## src/hw/rtl/e2c_pkg.sv

```systemverilog
// Shared types, constants and month table for the epoch-to-calendar converter.
package e2c_pkg;

	localparam logic [31:0] LAST_SECOND   = 32'd4102444799;
	localparam logic [31:0] SECS_PER_DAY  = 32'd86400;
	localparam logic [31:0] DAYS_PER_GRP  = 32'd1461;
	localparam logic [31:0] SECS_PER_HOUR = 32'd3600;
	localparam logic [31:0] SECS_PER_MIN  = 32'd60;
	localparam logic [11:0] BASE_YEAR     = 12'd1970;
	localparam logic [5:0]  LAST_MONTH    = 6'd47;

	// Reciprocals for exact division over each stage's input range
	localparam logic [25:0] DAY_RECIP  = 26'd50903317; // 2^35 / 675, rounded up
	localparam logic [16:0] GRP_RECIP  = 17'd91868;    // 2^27 / 1461, rounded up
	localparam logic [13:0] HOUR_RECIP = 14'd9321;     // 2^21 / 225, rounded up
	localparam logic [10:0] MIN_RECIP  = 11'd1093;     // 2^14 / 15, rounded up

	// Month lengths over one four-year group, leap February in the third year
	localparam logic [4:0] MONTH_LEN [0:47] = '{
		5'd31, 5'd28, 5'd31, 5'd30, 5'd31, 5'd30, 5'd31, 5'd31, 5'd30, 5'd31, 5'd30, 5'd31,
		5'd31, 5'd28, 5'd31, 5'd30, 5'd31, 5'd30, 5'd31, 5'd31, 5'd30, 5'd31, 5'd30, 5'd31,
		5'd31, 5'd29, 5'd31, 5'd30, 5'd31, 5'd30, 5'd31, 5'd31, 5'd30, 5'd31, 5'd30, 5'd31,
		5'd31, 5'd28, 5'd31, 5'd30, 5'd31, 5'd30, 5'd31, 5'd31, 5'd30, 5'd31, 5'd30, 5'd31
	};

	typedef struct packed {
		logic [31:0] epoch_seconds;
		logic [31:0] second_fraction;
	} in_item_t;

	typedef struct packed {
		logic [11:0] year;
		logic [3:0]  month;
		logic [4:0]  day_of_month;
		logic [4:0]  hour;
		logic [5:0]  minute;
		logic [5:0]  whole_second;
		logic [31:0] fraction_out;
	} out_item_t;

	typedef enum logic [2:0] {
		ST_IDLE,
		ST_DAY,
		ST_GRP,
		ST_HOUR,
		ST_MIN,
		ST_WALK,
		ST_EMIT
	} state_t;

	typedef enum logic [1:0] {
		PH_DAY,
		PH_GRP,
		PH_HOUR,
		PH_MIN
	} div_phase_t;

	typedef struct packed {
		logic       load;
		logic       step;
		div_phase_t phase;
		logic       walk;
		logic       emit;
	} dp_cmd_t;

	typedef struct packed {
		logic walk_done;
		logic out_free;
	} dp_stat_t;

endpackage

```

## src/hw/rtl/epoch_seconds_to_calendar.sv

```systemverilog
// Top level of the epoch-seconds to calendar date and time converter.
// Usage:
//   Input channel in_valid/in_ready/in_data carries whole seconds since
//   1970-01-01 00:00:00 and a 0.32 fixed-point fraction. Output channel
//   out_valid/out_ready/out_data carries year, month, day, hour, minute,
//   whole second and the unchanged fraction. Seconds past the end of 2099
//   clamp to 2099-12-31 23:59:59.
//   An accepted item passes through four reciprocal-multiply stages (days,
//   four-year group, hour, minute) and then the month walk (one month per
//   cycle), which steps over k whole months (0..47) within the four-year
//   group before the result goes to the output register. One item is in
//   flight at a time.
//   A finished item waits in the output register; a new item is accepted
//   meanwhile, and its result is held back only if the register is still
//   full when it completes.
//   Reset (arst_n low) returns the controller to idle and empties the
//   output register.
module epoch_seconds_to_calendar (
	input  logic               clk,
	input  logic               arst_n,
	input  logic               in_valid,
	output logic               in_ready,
	input  e2c_pkg::in_item_t  in_data,
	output logic               out_valid,
	input  logic               out_ready,
	output e2c_pkg::out_item_t out_data
);
	import e2c_pkg::*;

	dp_cmd_t  cmd;
	dp_stat_t stat;

	e2c_ctrl u_ctrl (
		.clk      (clk),
		.arst_n   (arst_n),
		.in_valid (in_valid),
		.in_ready (in_ready),
		.stat     (stat),
		.cmd      (cmd)
	);

	e2c_dpath u_dpath (
		.clk       (clk),
		.arst_n    (arst_n),
		.in_data   (in_data),
		.cmd       (cmd),
		.stat      (stat),
		.out_valid (out_valid),
		.out_ready (out_ready),
		.out_data  (out_data)
	);

endmodule

```

## src/hw/rtl/e2c_ctrl.sv

```systemverilog
// Controller state machine sequencing the division stages, month walk and result hand-off.
module e2c_ctrl (
	input  logic              clk,
	input  logic              arst_n,
	input  logic              in_valid,
	output logic              in_ready,
	input  e2c_pkg::dp_stat_t stat,
	output e2c_pkg::dp_cmd_t  cmd
);
	import e2c_pkg::*;

	state_t state_q;
	state_t state_nxt;

	// Hold the current step of the sequence
	always_ff @(posedge clk or negedge arst_n) begin
		if (!arst_n) begin
			state_q <= ST_IDLE;
		end else begin
			state_q <= state_nxt;
		end
	end

	// Advance through the division stages, then wait on the month walk and the output register
	always_comb begin
		state_nxt = state_q;
		case (state_q)
			ST_IDLE: begin
				if (in_valid) state_nxt = ST_DAY;
			end
			ST_DAY: begin
				state_nxt = ST_GRP;
			end
			ST_GRP: begin
				state_nxt = ST_HOUR;
			end
			ST_HOUR: begin
				state_nxt = ST_MIN;
			end
			ST_MIN: begin
				state_nxt = ST_WALK;
			end
			ST_WALK: begin
				if (stat.walk_done) state_nxt = ST_EMIT;
			end
			ST_EMIT: begin
				if (stat.out_free) state_nxt = ST_IDLE;
			end
			default: state_nxt = ST_IDLE;
		endcase
	end

	// Drive datapath commands
	always_comb begin
		cmd       = '0;
		cmd.phase = PH_DAY;
		in_ready  = 1'b0;
		case (state_q)
			ST_IDLE: begin
				in_ready = 1'b1;
				cmd.load = in_valid;
			end
			ST_DAY: begin
				cmd.step  = 1'b1;
				cmd.phase = PH_DAY;
			end
			ST_GRP: begin
				cmd.step  = 1'b1;
				cmd.phase = PH_GRP;
			end
			ST_HOUR: begin
				cmd.step  = 1'b1;
				cmd.phase = PH_HOUR;
			end
			ST_MIN: begin
				cmd.step  = 1'b1;
				cmd.phase = PH_MIN;
			end
			ST_WALK: begin
				cmd.walk = !stat.walk_done;
			end
			ST_EMIT: begin
				cmd.emit = stat.out_free;
			end
			default: begin
				cmd = '0;
			end
		endcase
	end

endmodule

```

## src/hw/rtl/e2c_dpath.sv

```systemverilog
// Datapath: reciprocal-multiply division stages, month walk and output register.
module e2c_dpath (
	input  logic               clk,
	input  logic               arst_n,
	input  e2c_pkg::in_item_t  in_data,
	input  e2c_pkg::dp_cmd_t   cmd,
	output e2c_pkg::dp_stat_t  stat,
	output logic               out_valid,
	input  logic               out_ready,
	output e2c_pkg::out_item_t out_data
);
	import e2c_pkg::*;

	logic [31:0] secs_q;
	logic [15:0] days_q;
	logic [16:0] tod_q;
	logic [5:0]  grp_q;
	logic [10:0] day_q;
	logic [4:0]  hour_q;
	logic [11:0] min_secs_q;
	logic [5:0]  minute_q;
	logic [5:0]  sec_q;
	logic [5:0]  mon_q;
	logic [31:0] frac_q;
	logic        out_valid_q;
	out_item_t   out_q;

	logic [31:0] sat_secs;
	logic [50:0] day_prod;
	logic [15:0] day_quo;
	logic [31:0] tod_n;
	logic [32:0] grp_prod;
	logic [5:0]  grp_quo;
	logic [31:0] day_n;
	logic [26:0] hour_prod;
	logic [4:0]  hour_quo;
	logic [31:0] min_n;
	logic [20:0] min_prod;
	logic [5:0]  min_quo;
	logic [31:0] sec_n;
	logic [4:0]  cur_len;
	logic [1:0]  year_ofs;
	logic [5:0]  mon_in_year;
	out_item_t   result;

	// Clamp to the last second of 2099
	assign sat_secs = (in_data.epoch_seconds > LAST_SECOND) ? LAST_SECOND
		: in_data.epoch_seconds;

	// Split into days and time of day: s / 86400 = (s >> 7) / 675
	assign day_prod = {26'b0, secs_q[31:7]} * {25'b0, DAY_RECIP};
	assign day_quo  = day_prod[50:35];
	assign tod_n    = secs_q - {16'b0, day_quo} * SECS_PER_DAY;

	// Split days into four-year group and day within the group
	assign grp_prod = {17'b0, days_q} * {16'b0, GRP_RECIP};
	assign grp_quo  = grp_prod[32:27];
	assign day_n    = {16'b0, days_q} - {26'b0, grp_quo} * DAYS_PER_GRP;

	// Take the hour: t / 3600 = (t >> 4) / 225
	assign hour_prod = {14'b0, tod_q[16:4]} * {13'b0, HOUR_RECIP};
	assign hour_quo  = hour_prod[25:21];
	assign min_n     = {15'b0, tod_q} - {27'b0, hour_quo} * SECS_PER_HOUR;

	// Take the minute: r / 60 = (r >> 2) / 15
	assign min_prod = {11'b0, min_secs_q[11:2]} * {10'b0, MIN_RECIP};
	assign min_quo  = min_prod[19:14];
	assign sec_n    = {20'b0, min_secs_q} - {26'b0, min_quo} * SECS_PER_MIN;

	assign cur_len = MONTH_LEN[mon_q];

	// Split the month index into year within the group and month of year
	always_comb begin
		if (mon_q >= 6'd36) begin
			year_ofs = 2'd3;
		end else if (mon_q >= 6'd24) begin
			year_ofs = 2'd2;
		end else if (mon_q >= 6'd12) begin
			year_ofs = 2'd1;
		end else begin
			year_ofs = 2'd0;
		end
		mon_in_year = mon_q - 6'(year_ofs) * 6'd12;
	end

	always_comb begin
		result.year         = BASE_YEAR + {4'b0, grp_q, 2'b00} + {10'b0, year_ofs};
		result.month        = mon_in_year[3:0] + 4'd1;
		result.day_of_month = day_q[4:0] + 5'd1;
		result.hour         = hour_q;
		result.minute       = minute_q;
		result.whole_second = sec_q;
		result.fraction_out = frac_q;
	end

	assign stat.walk_done = ({6'b0, day_q} < {12'b0, cur_len}) || (mon_q == LAST_MONTH);
	assign stat.out_free  = !out_valid_q || out_ready;

	// Stage and field registers
	always_ff @(posedge clk) begin
		if (cmd.load) begin
			secs_q <= sat_secs;
			frac_q <= in_data.second_fraction;
		end else if (cmd.step) begin
			case (cmd.phase)
				PH_DAY: begin
					days_q <= day_quo;
					tod_q  <= tod_n[16:0];
				end
				PH_GRP: begin
					grp_q <= grp_quo;
					day_q <= day_n[10:0];
				end
				PH_HOUR: begin
					hour_q     <= hour_quo;
					min_secs_q <= min_n[11:0];
				end
				PH_MIN: begin
					minute_q <= min_quo;
					sec_q    <= sec_n[5:0];
					mon_q    <= '0;
				end
				default: begin
				end
			endcase
		end else if (cmd.walk) begin
			day_q <= day_q - {6'b0, cur_len};
			mon_q <= mon_q + 6'd1;
		end
	end

	// Output register valid
	always_ff @(posedge clk or negedge arst_n) begin
		if (!arst_n) begin
			out_valid_q <= 1'b0;
		end else if (cmd.emit) begin
			out_valid_q <= 1'b1;
		end else if (out_ready) begin
			out_valid_q <= 1'b0;
		end
	end

	// Output register payload
	always_ff @(posedge clk) begin
		if (cmd.emit) out_q <= result;
	end

	assign out_valid = out_valid_q;
	assign out_data  = out_q;

endmodule

```

## config.mk

```make
export PLATFORM = sky130hd
export DESIGN_NAME = epoch_seconds_to_calendar
export DESIGN_NICKNAME = d
export VERILOG_FILES = /design/src/hw/rtl/e2c_pkg.sv /design/src/hw/rtl/epoch_seconds_to_calendar.sv /design/src/hw/rtl/e2c_ctrl.sv /design/src/hw/rtl/e2c_dpath.sv
export SDC_FILE = /design/constraint.sdc
export NUM_CORES = 1
export LEC_CHECK = 0
export ABC_AREA = 0
export ABC_CLOCK_PERIOD_IN_PS = 9900
export BUFFER_PORTS_ARGS = -buffer_cell sky130_fd_sc_hd__buf_2
export CORE_MARGIN = 2
export CORE_UTILIZATION = 45
export CTS_CLUSTER_SIZE = 8
export DETAILED_ROUTE_END_ITERATION = 10
export PLACE_DENSITY = 0.64
export SYNTH_ARGS = -nofsm -noshare
export SYNTH_HDL_FRONTEND = slang
export SYNTH_HIERARCHICAL = 1
export SYNTH_SLANG_ARGS = --single-unit
```

## constraint.sdc

```tcl
create_clock -name clk -period 9.9 [get_ports clk]
set_input_delay 1.485 -clock clk [delete_from_list [all_inputs] [get_ports clk]]
set_output_delay 1.485 -clock clk [all_outputs]
set_load 0.01 [all_outputs]
```

---- Yosys cells after proc, flatten, opt, wreduce, memory -nomap -nowiden ----
Memory sizes are Yosys's and may differ from the RTL's.
Cells that the tools add are included.
word-level totals
  register bits ........................... 223
  memory bits (read-only) ................. 320
  input bits .............................. 68
  output and inout bits ................... 72
  word-level logic and storage cells ...... 101
  memories kept ........................... 1
memories
  name             depth  width  read ports  clocked after memory_dff  write ports  line             source
  (no name shown)  64     5      1           0                         0            e2c_dpath.sv:70  assign cur_len = MONTH_LEN[mon_q];
cells by class
  add/sub/neg operators ................... 11
  multipliers ............................. 9
  magnitude comparators ................... 6
  equality and inequality tests ........... 15
  mux-type cells .......................... 22
  bitwise logic cells ..................... 2
  reductions and logical operators ........ 15
operator list
  operator                count
  $mul 25x26->51 const B  1
  $mux 11                 3
  $gt 32x32->1 const B    1
  $mul 16x15->31 const B  1
  $mul 13x14->26 const B  1
  $pmux 3 s7              1
  $reduce_and 3->1        7
  $mul 10x11->20 const B  1
  $mux 6                  3
  $sub 17x17->17          1
  $mul 16x10->10 const B  1
  $add 11x8->12 const A   1
  $add 12x2->12           1
  $pmux 3 s4              1
  $sub 12x12->12          1
  $lt 11x5->1             1
  $mul 6x11->11 const B   1
  $sub 11x11->11          1
  $sub 11x5->11           1
  $mux 5                  2
  $eq 3x3->1 const B      3
  $mux 3                  3
  $mul 5x8->8 const B     1
  $ne 2x1->1 const B      4
  26 further kinds        38

---- Longest topological paths before layout ----
  word-level depth ........................ 10
  gate-level depth with buffers ........... 40
  mapped depth without buffers ............ 40

---- Hierarchy ----
The synthesis kept the hierarchy.
modules (own cells, without submodules)
  module     instances  cells an instance  area an instance (um2)  seq. area each (um2)
  e2c_dpath  1          2400               27316.2                 6601.3
  e2c_ctrl   1          28                 247.7                   75.1

---- Least setup slack after synthesis ----
No wires, ideal clock.
  path type ............................... register to register
  start ................................... register u_dpath.secs_q[17]
  end ..................................... register u_dpath.tod_q[16], data pin
  library setup time ...................... 0.269 ns
  arrival time ............................ 9.059 ns
  required time ........................... 9.631 ns
  slack ................................... 0.572 ns
  stages on the path, launching flop included .. 37
  buffers on the path ..................... 0
  clock period less this slack ............ 9.328 ns
  path through ............................ edfxtp_1 -> fa_1 -> ha_1 -> inv_1 -> fa_1 -> inv_1 -> fa_1 -> fa_1 -> fa_1 -> inv_1 -> fa_1 -> inv_1 -> ha_1 -> a21o_1 -> a21o_1 -> a221o_1 -> a221oi_2 -> o21ai_1 -> a41o_1 -> a31oi_1 -> xnor2_1 -> ha_1 -> inv_1 -> fa_1 -> inv_1 -> ha_1 -> inv_1 -> fa_1 -> inv_1 -> ha_1 -> xor2_1 -> ha_1 -> a21oi_1 -> o21ai_0 -> xnor2_1 -> xnor3_1 -> xor3_1
between the ends
  cells in the longest elaborated chain, start to end .. 3
RTL lines
  element                   line              source
  from (decl)               e2c_dpath.sv:14   logic [31:0] secs_q;
  from (signal assigned)    e2c_dpath.sv:102  secs_q <= sat_secs;
  $mul 25x26->51            e2c_dpath.sv:51   assign day_prod = {26'b0, secs_q[31:7]} * {25'b0, DAY_RECIP};
  net u_dpath.day_prod[38]  e2c_dpath.sv:29   logic [50:0] day_prod;
  $mul 16x10->10            e2c_dpath.sv:53   assign tod_n = secs_q - {16'b0, day_quo} * SECS_PER_DAY;
  $sub 17x17->17            e2c_dpath.sv:53
  net u_dpath.tod_n[16]     e2c_dpath.sv:31   logic [31:0] tod_n;
  to (signal assigned)      e2c_dpath.sv:108  tod_q <= tod_n[16:0];
  to (decl)                 e2c_dpath.sv:16   logic [16:0] tod_q;
The timed path passes the listed nets, and every way through them passes these cells.
A chain may end at the register's enable or synchronous reset.

---- Worst setup path after layout ----
  start ................................... register u_dpath.secs_q[18]
  end ..................................... register u_dpath.tod_q[16], data pin
Same word-level chain as after synthesis.

==> metrics.txt <==
CTS tree yes; GR Util All Layers 0.199; Top FF cell, synth edfxtp_1; nets@finish 3,677; number of I/O port buffers between 100 and 150; main combinational cell family by area after synthesis adder cells; placed insts 3,377; max incr delay on CP 540 ps; Final period util 0.965; GRT overflow 0; Final HPWL DP ~51,000 um; number of global-route vias before repair slightly below 20,000; top cell type's share of synthesized area 0.279; startpoint type of the worst setup path flop; #FFs+latches synth 223; Gate Count Post-Synth between 2,000 and 2,500; Least-Margin Pin Slew 1110 ps; Vias/cell approximately 5.0; row count 90; CP top delay family adder cells; Post-synth EDFFs between 200 and 250; largest net degree at the start of global routing 72; post-synthesis mux area share 0.00154; Starting Density 0.456; max_cap viols 0; synthesized cell area between 20,000 and 30,000 um2; Simple-Gate Fraction of Synth Area 0.0447; global-route wire length before repair roughly 100,000 um; Synth warnings 6; Worst Min Path Start u_dpath/secs_q[1]$_SDFFCE_PN1P_; slowest cell on the critical path fa_1; Layout fillers 5,343; diode count 0; die area 63,200 um2; Rel. slew slack 0.258; Syn Area/Cell 11.4 um2; average wire per standard cell between 15 and 20 um; Max H-tree Level 2; Seq/Total Area, Yosys 0.242; Worst EP arrival 9870 ps; P&R area growth vs syn 11.6%; post-synthesis adder-cell area fraction 0.527; outcome complete, no violations; Clock Sinks about 220; CTS Buf Count 35; Synth area leader ha_1; CORE AREA about 60,000 um2; ranking of synthesized cells by area ha_1 (28%), fa_1 (25%), edfxtp_1 (24%), inv_1 (8.9%), xnor2_1 (2.7%); antenna violations before repair 1; Clock Pin Slew Worst Setup and Hold Paths around 60 ps; Crit path buffers/inverters 8; crit path capture type flop; post-synthesis compound-gate area fraction 0.0540; launch point of the worst path u_dpath/secs_q[18]$_SDFFCE_PN1P_; non-filler cells, final approximately 3,500; DIE HEIGHT about 250 um; initial drt markers approximately 540; # IOs 140; Final GP Congestion around 0.9; Hold WC Path Type reg2reg; Clock Skew between 30 and 40 ps; CTS root buf clkbuf_16; post-route ant nets 0; via count between 15,000 and 20,000; minimum clock period approximately 9600 ps; Fin. Hold Viols 0; Clock Path Buffers 3; DRC 0; Reg2Reg Launch Point u_dpath/secs_q[18]$_SDFFCE_PN1P_; ys async rst share 0.0179; share of layout cells above drive strength 1 0.111; DRT Pass-1 Iters 5; fmax approximately 0.10 GHz; Routed WL 60,000 um; die width 251 um; Mapped Nets approximately 3,500; Worst Setup Path Type reg2reg; Final setup viols 0; Req. time, crit path ~10,000 ps; Final Max Slew Viols 0; number of distinct library cells after synthesis 67; maximum fanout along the worst path 6; XOR/XNOR Fraction of Synth Area 0.0388; Post-CTS Hold Buffers 0; R2R Setup Slk between 300 and 400 ps; clk_lat worst skew 560 ps
-- through the flow --
step | setup WS, ps | hold slack (ps) | setup TNS (ps) | instance area [um2] | utilization
after detailed placement | 110 | 405 | 0 | 29500 | 0.488
after floorplan | 572 | 400 | 0 | 27600 | -
after global routing | -26.6 | 419 | -26.6 | 30800 | 0.509
final | 342 | 409 | 0 | 30800 | 0.509
after global placement | 374 | 400 | 0 | 29500 | 0.488
after CTS | 97.0 | 413 | 0 | 30600 | 0.505
-- state kept, by name (all words and copies together) (netlist names), 5 cells and up --
name / cells
u_dpath/day_q: 11
u_dpath/days_q: 16
u_dpath/sec_q: 6
u_dpath/grp_q: 6
u_dpath/hour_q: 5
u_dpath/out_data: 70
u_dpath/minute_q: 6
u_dpath/mon_q: 6
u_dpath/tod_q: 17
u_dpath/min_secs_q: 12
u_dpath/frac_q: 32
u_dpath/secs_q: 32
-- worst paths after layout --
check,end,cells after the start
max in group asynchronous,u_ctrl/state_q[0]$_DFFE_PN0P_,1
hold reg to reg,u_dpath/tod_q[1]$_DFFE_PP_,0
setup / recovery,u_dpath/tod_q[16]$_DFFE_PP_,35
hold / removal,u_dpath/tod_q[1]$_DFFE_PP_,0
setup reg to reg,u_dpath/tod_q[16]$_DFFE_PP_,35
min in group asynchronous,u_dpath/out_valid$_DFFE_PN0P_,1
-- routing by layer --
metal,GRT usage,vias up,share of wire
li1,-,8346,-
met1,0.247,8487,0.43
met2,0.351,315,0.50
met3,0.0339,102,0.042
met4,0.0682,4,0.033
met5,0,-,0.00040
-- area by class of cell --
type                    count  area (um2)  area share
multi-input cells        1538       18400       0.599
flip-flops and latches    223        6680       0.217
inverters                 650        2440      0.0794
repair buffers            205        1190      0.0387
well taps                 782         978      0.0318
clock buffers              46         917      0.0298
clock inverters             7         123     0.00398
-- logic make-up after synthesis --
family,after synthesis
and+or+nand+nor,232
muxes,4
AOI/OAI and AO/OA,228
DFF,223
xor gates and xnor gates,118
buffers and inverters,667
adders and majority gates,956
-- layout by cell type (no fill, tap or decap), types with 4 or more instances in the layout --
master	netlist	layout
nand4_1	8	8
buf_2	0	139
o21bai_1	15	15
o21ai_0	45	44
xnor2_1	85	84
a21oi_1	67	66
nand2b_1	11	11
ha_1	614	612
or2_2	19	19
edfxtp_1	219	219
clkbuf_16	0	35
a211oi_1	4	4
nor2_1	50	48
nor3_1	10	9
clkbuf_1	13	11
xor2_1	30	30
buf_4	0	66
and4_1	5	5
and2_1	5	4
fa_1	342	342
o21a_1	11	11
nand3_1	19	19
dfrtp_1	4	4
and3_1	8	8
a41o_1	4	4
inv_1	650	646
a21o_1	34	34
nand2_1	46	46
nor4_1	5	4
nor2b_1	24	24
a31oi_1	12	11
nor3b_1	4	4
-- timing repair --
item                                    in CTS  in global routing
endpoints found under the setup margin       0                  3
buffers inserted                             0                 21
resized for setup                            0                 15
-- synthesized netlist by cell type (12+ instances only) --
library cell and count:
a31oi_1 12, xnor2_1 85, inv_1 650, a21oi_1 67, a21o_1 34, nand3_1 19
ha_1 614, nor2b_1 24, o21ai_0 45, fa_1 342, edfxtp_1 219, nor2_1 50
xor2_1 30, or2_2 19, nand2_1 46, clkbuf_1 13, o21bai_1 15
Power is left out: the tool's default activity adds up to more than one toggle a clock period on the data nets, which glitch-free logic cannot reach.
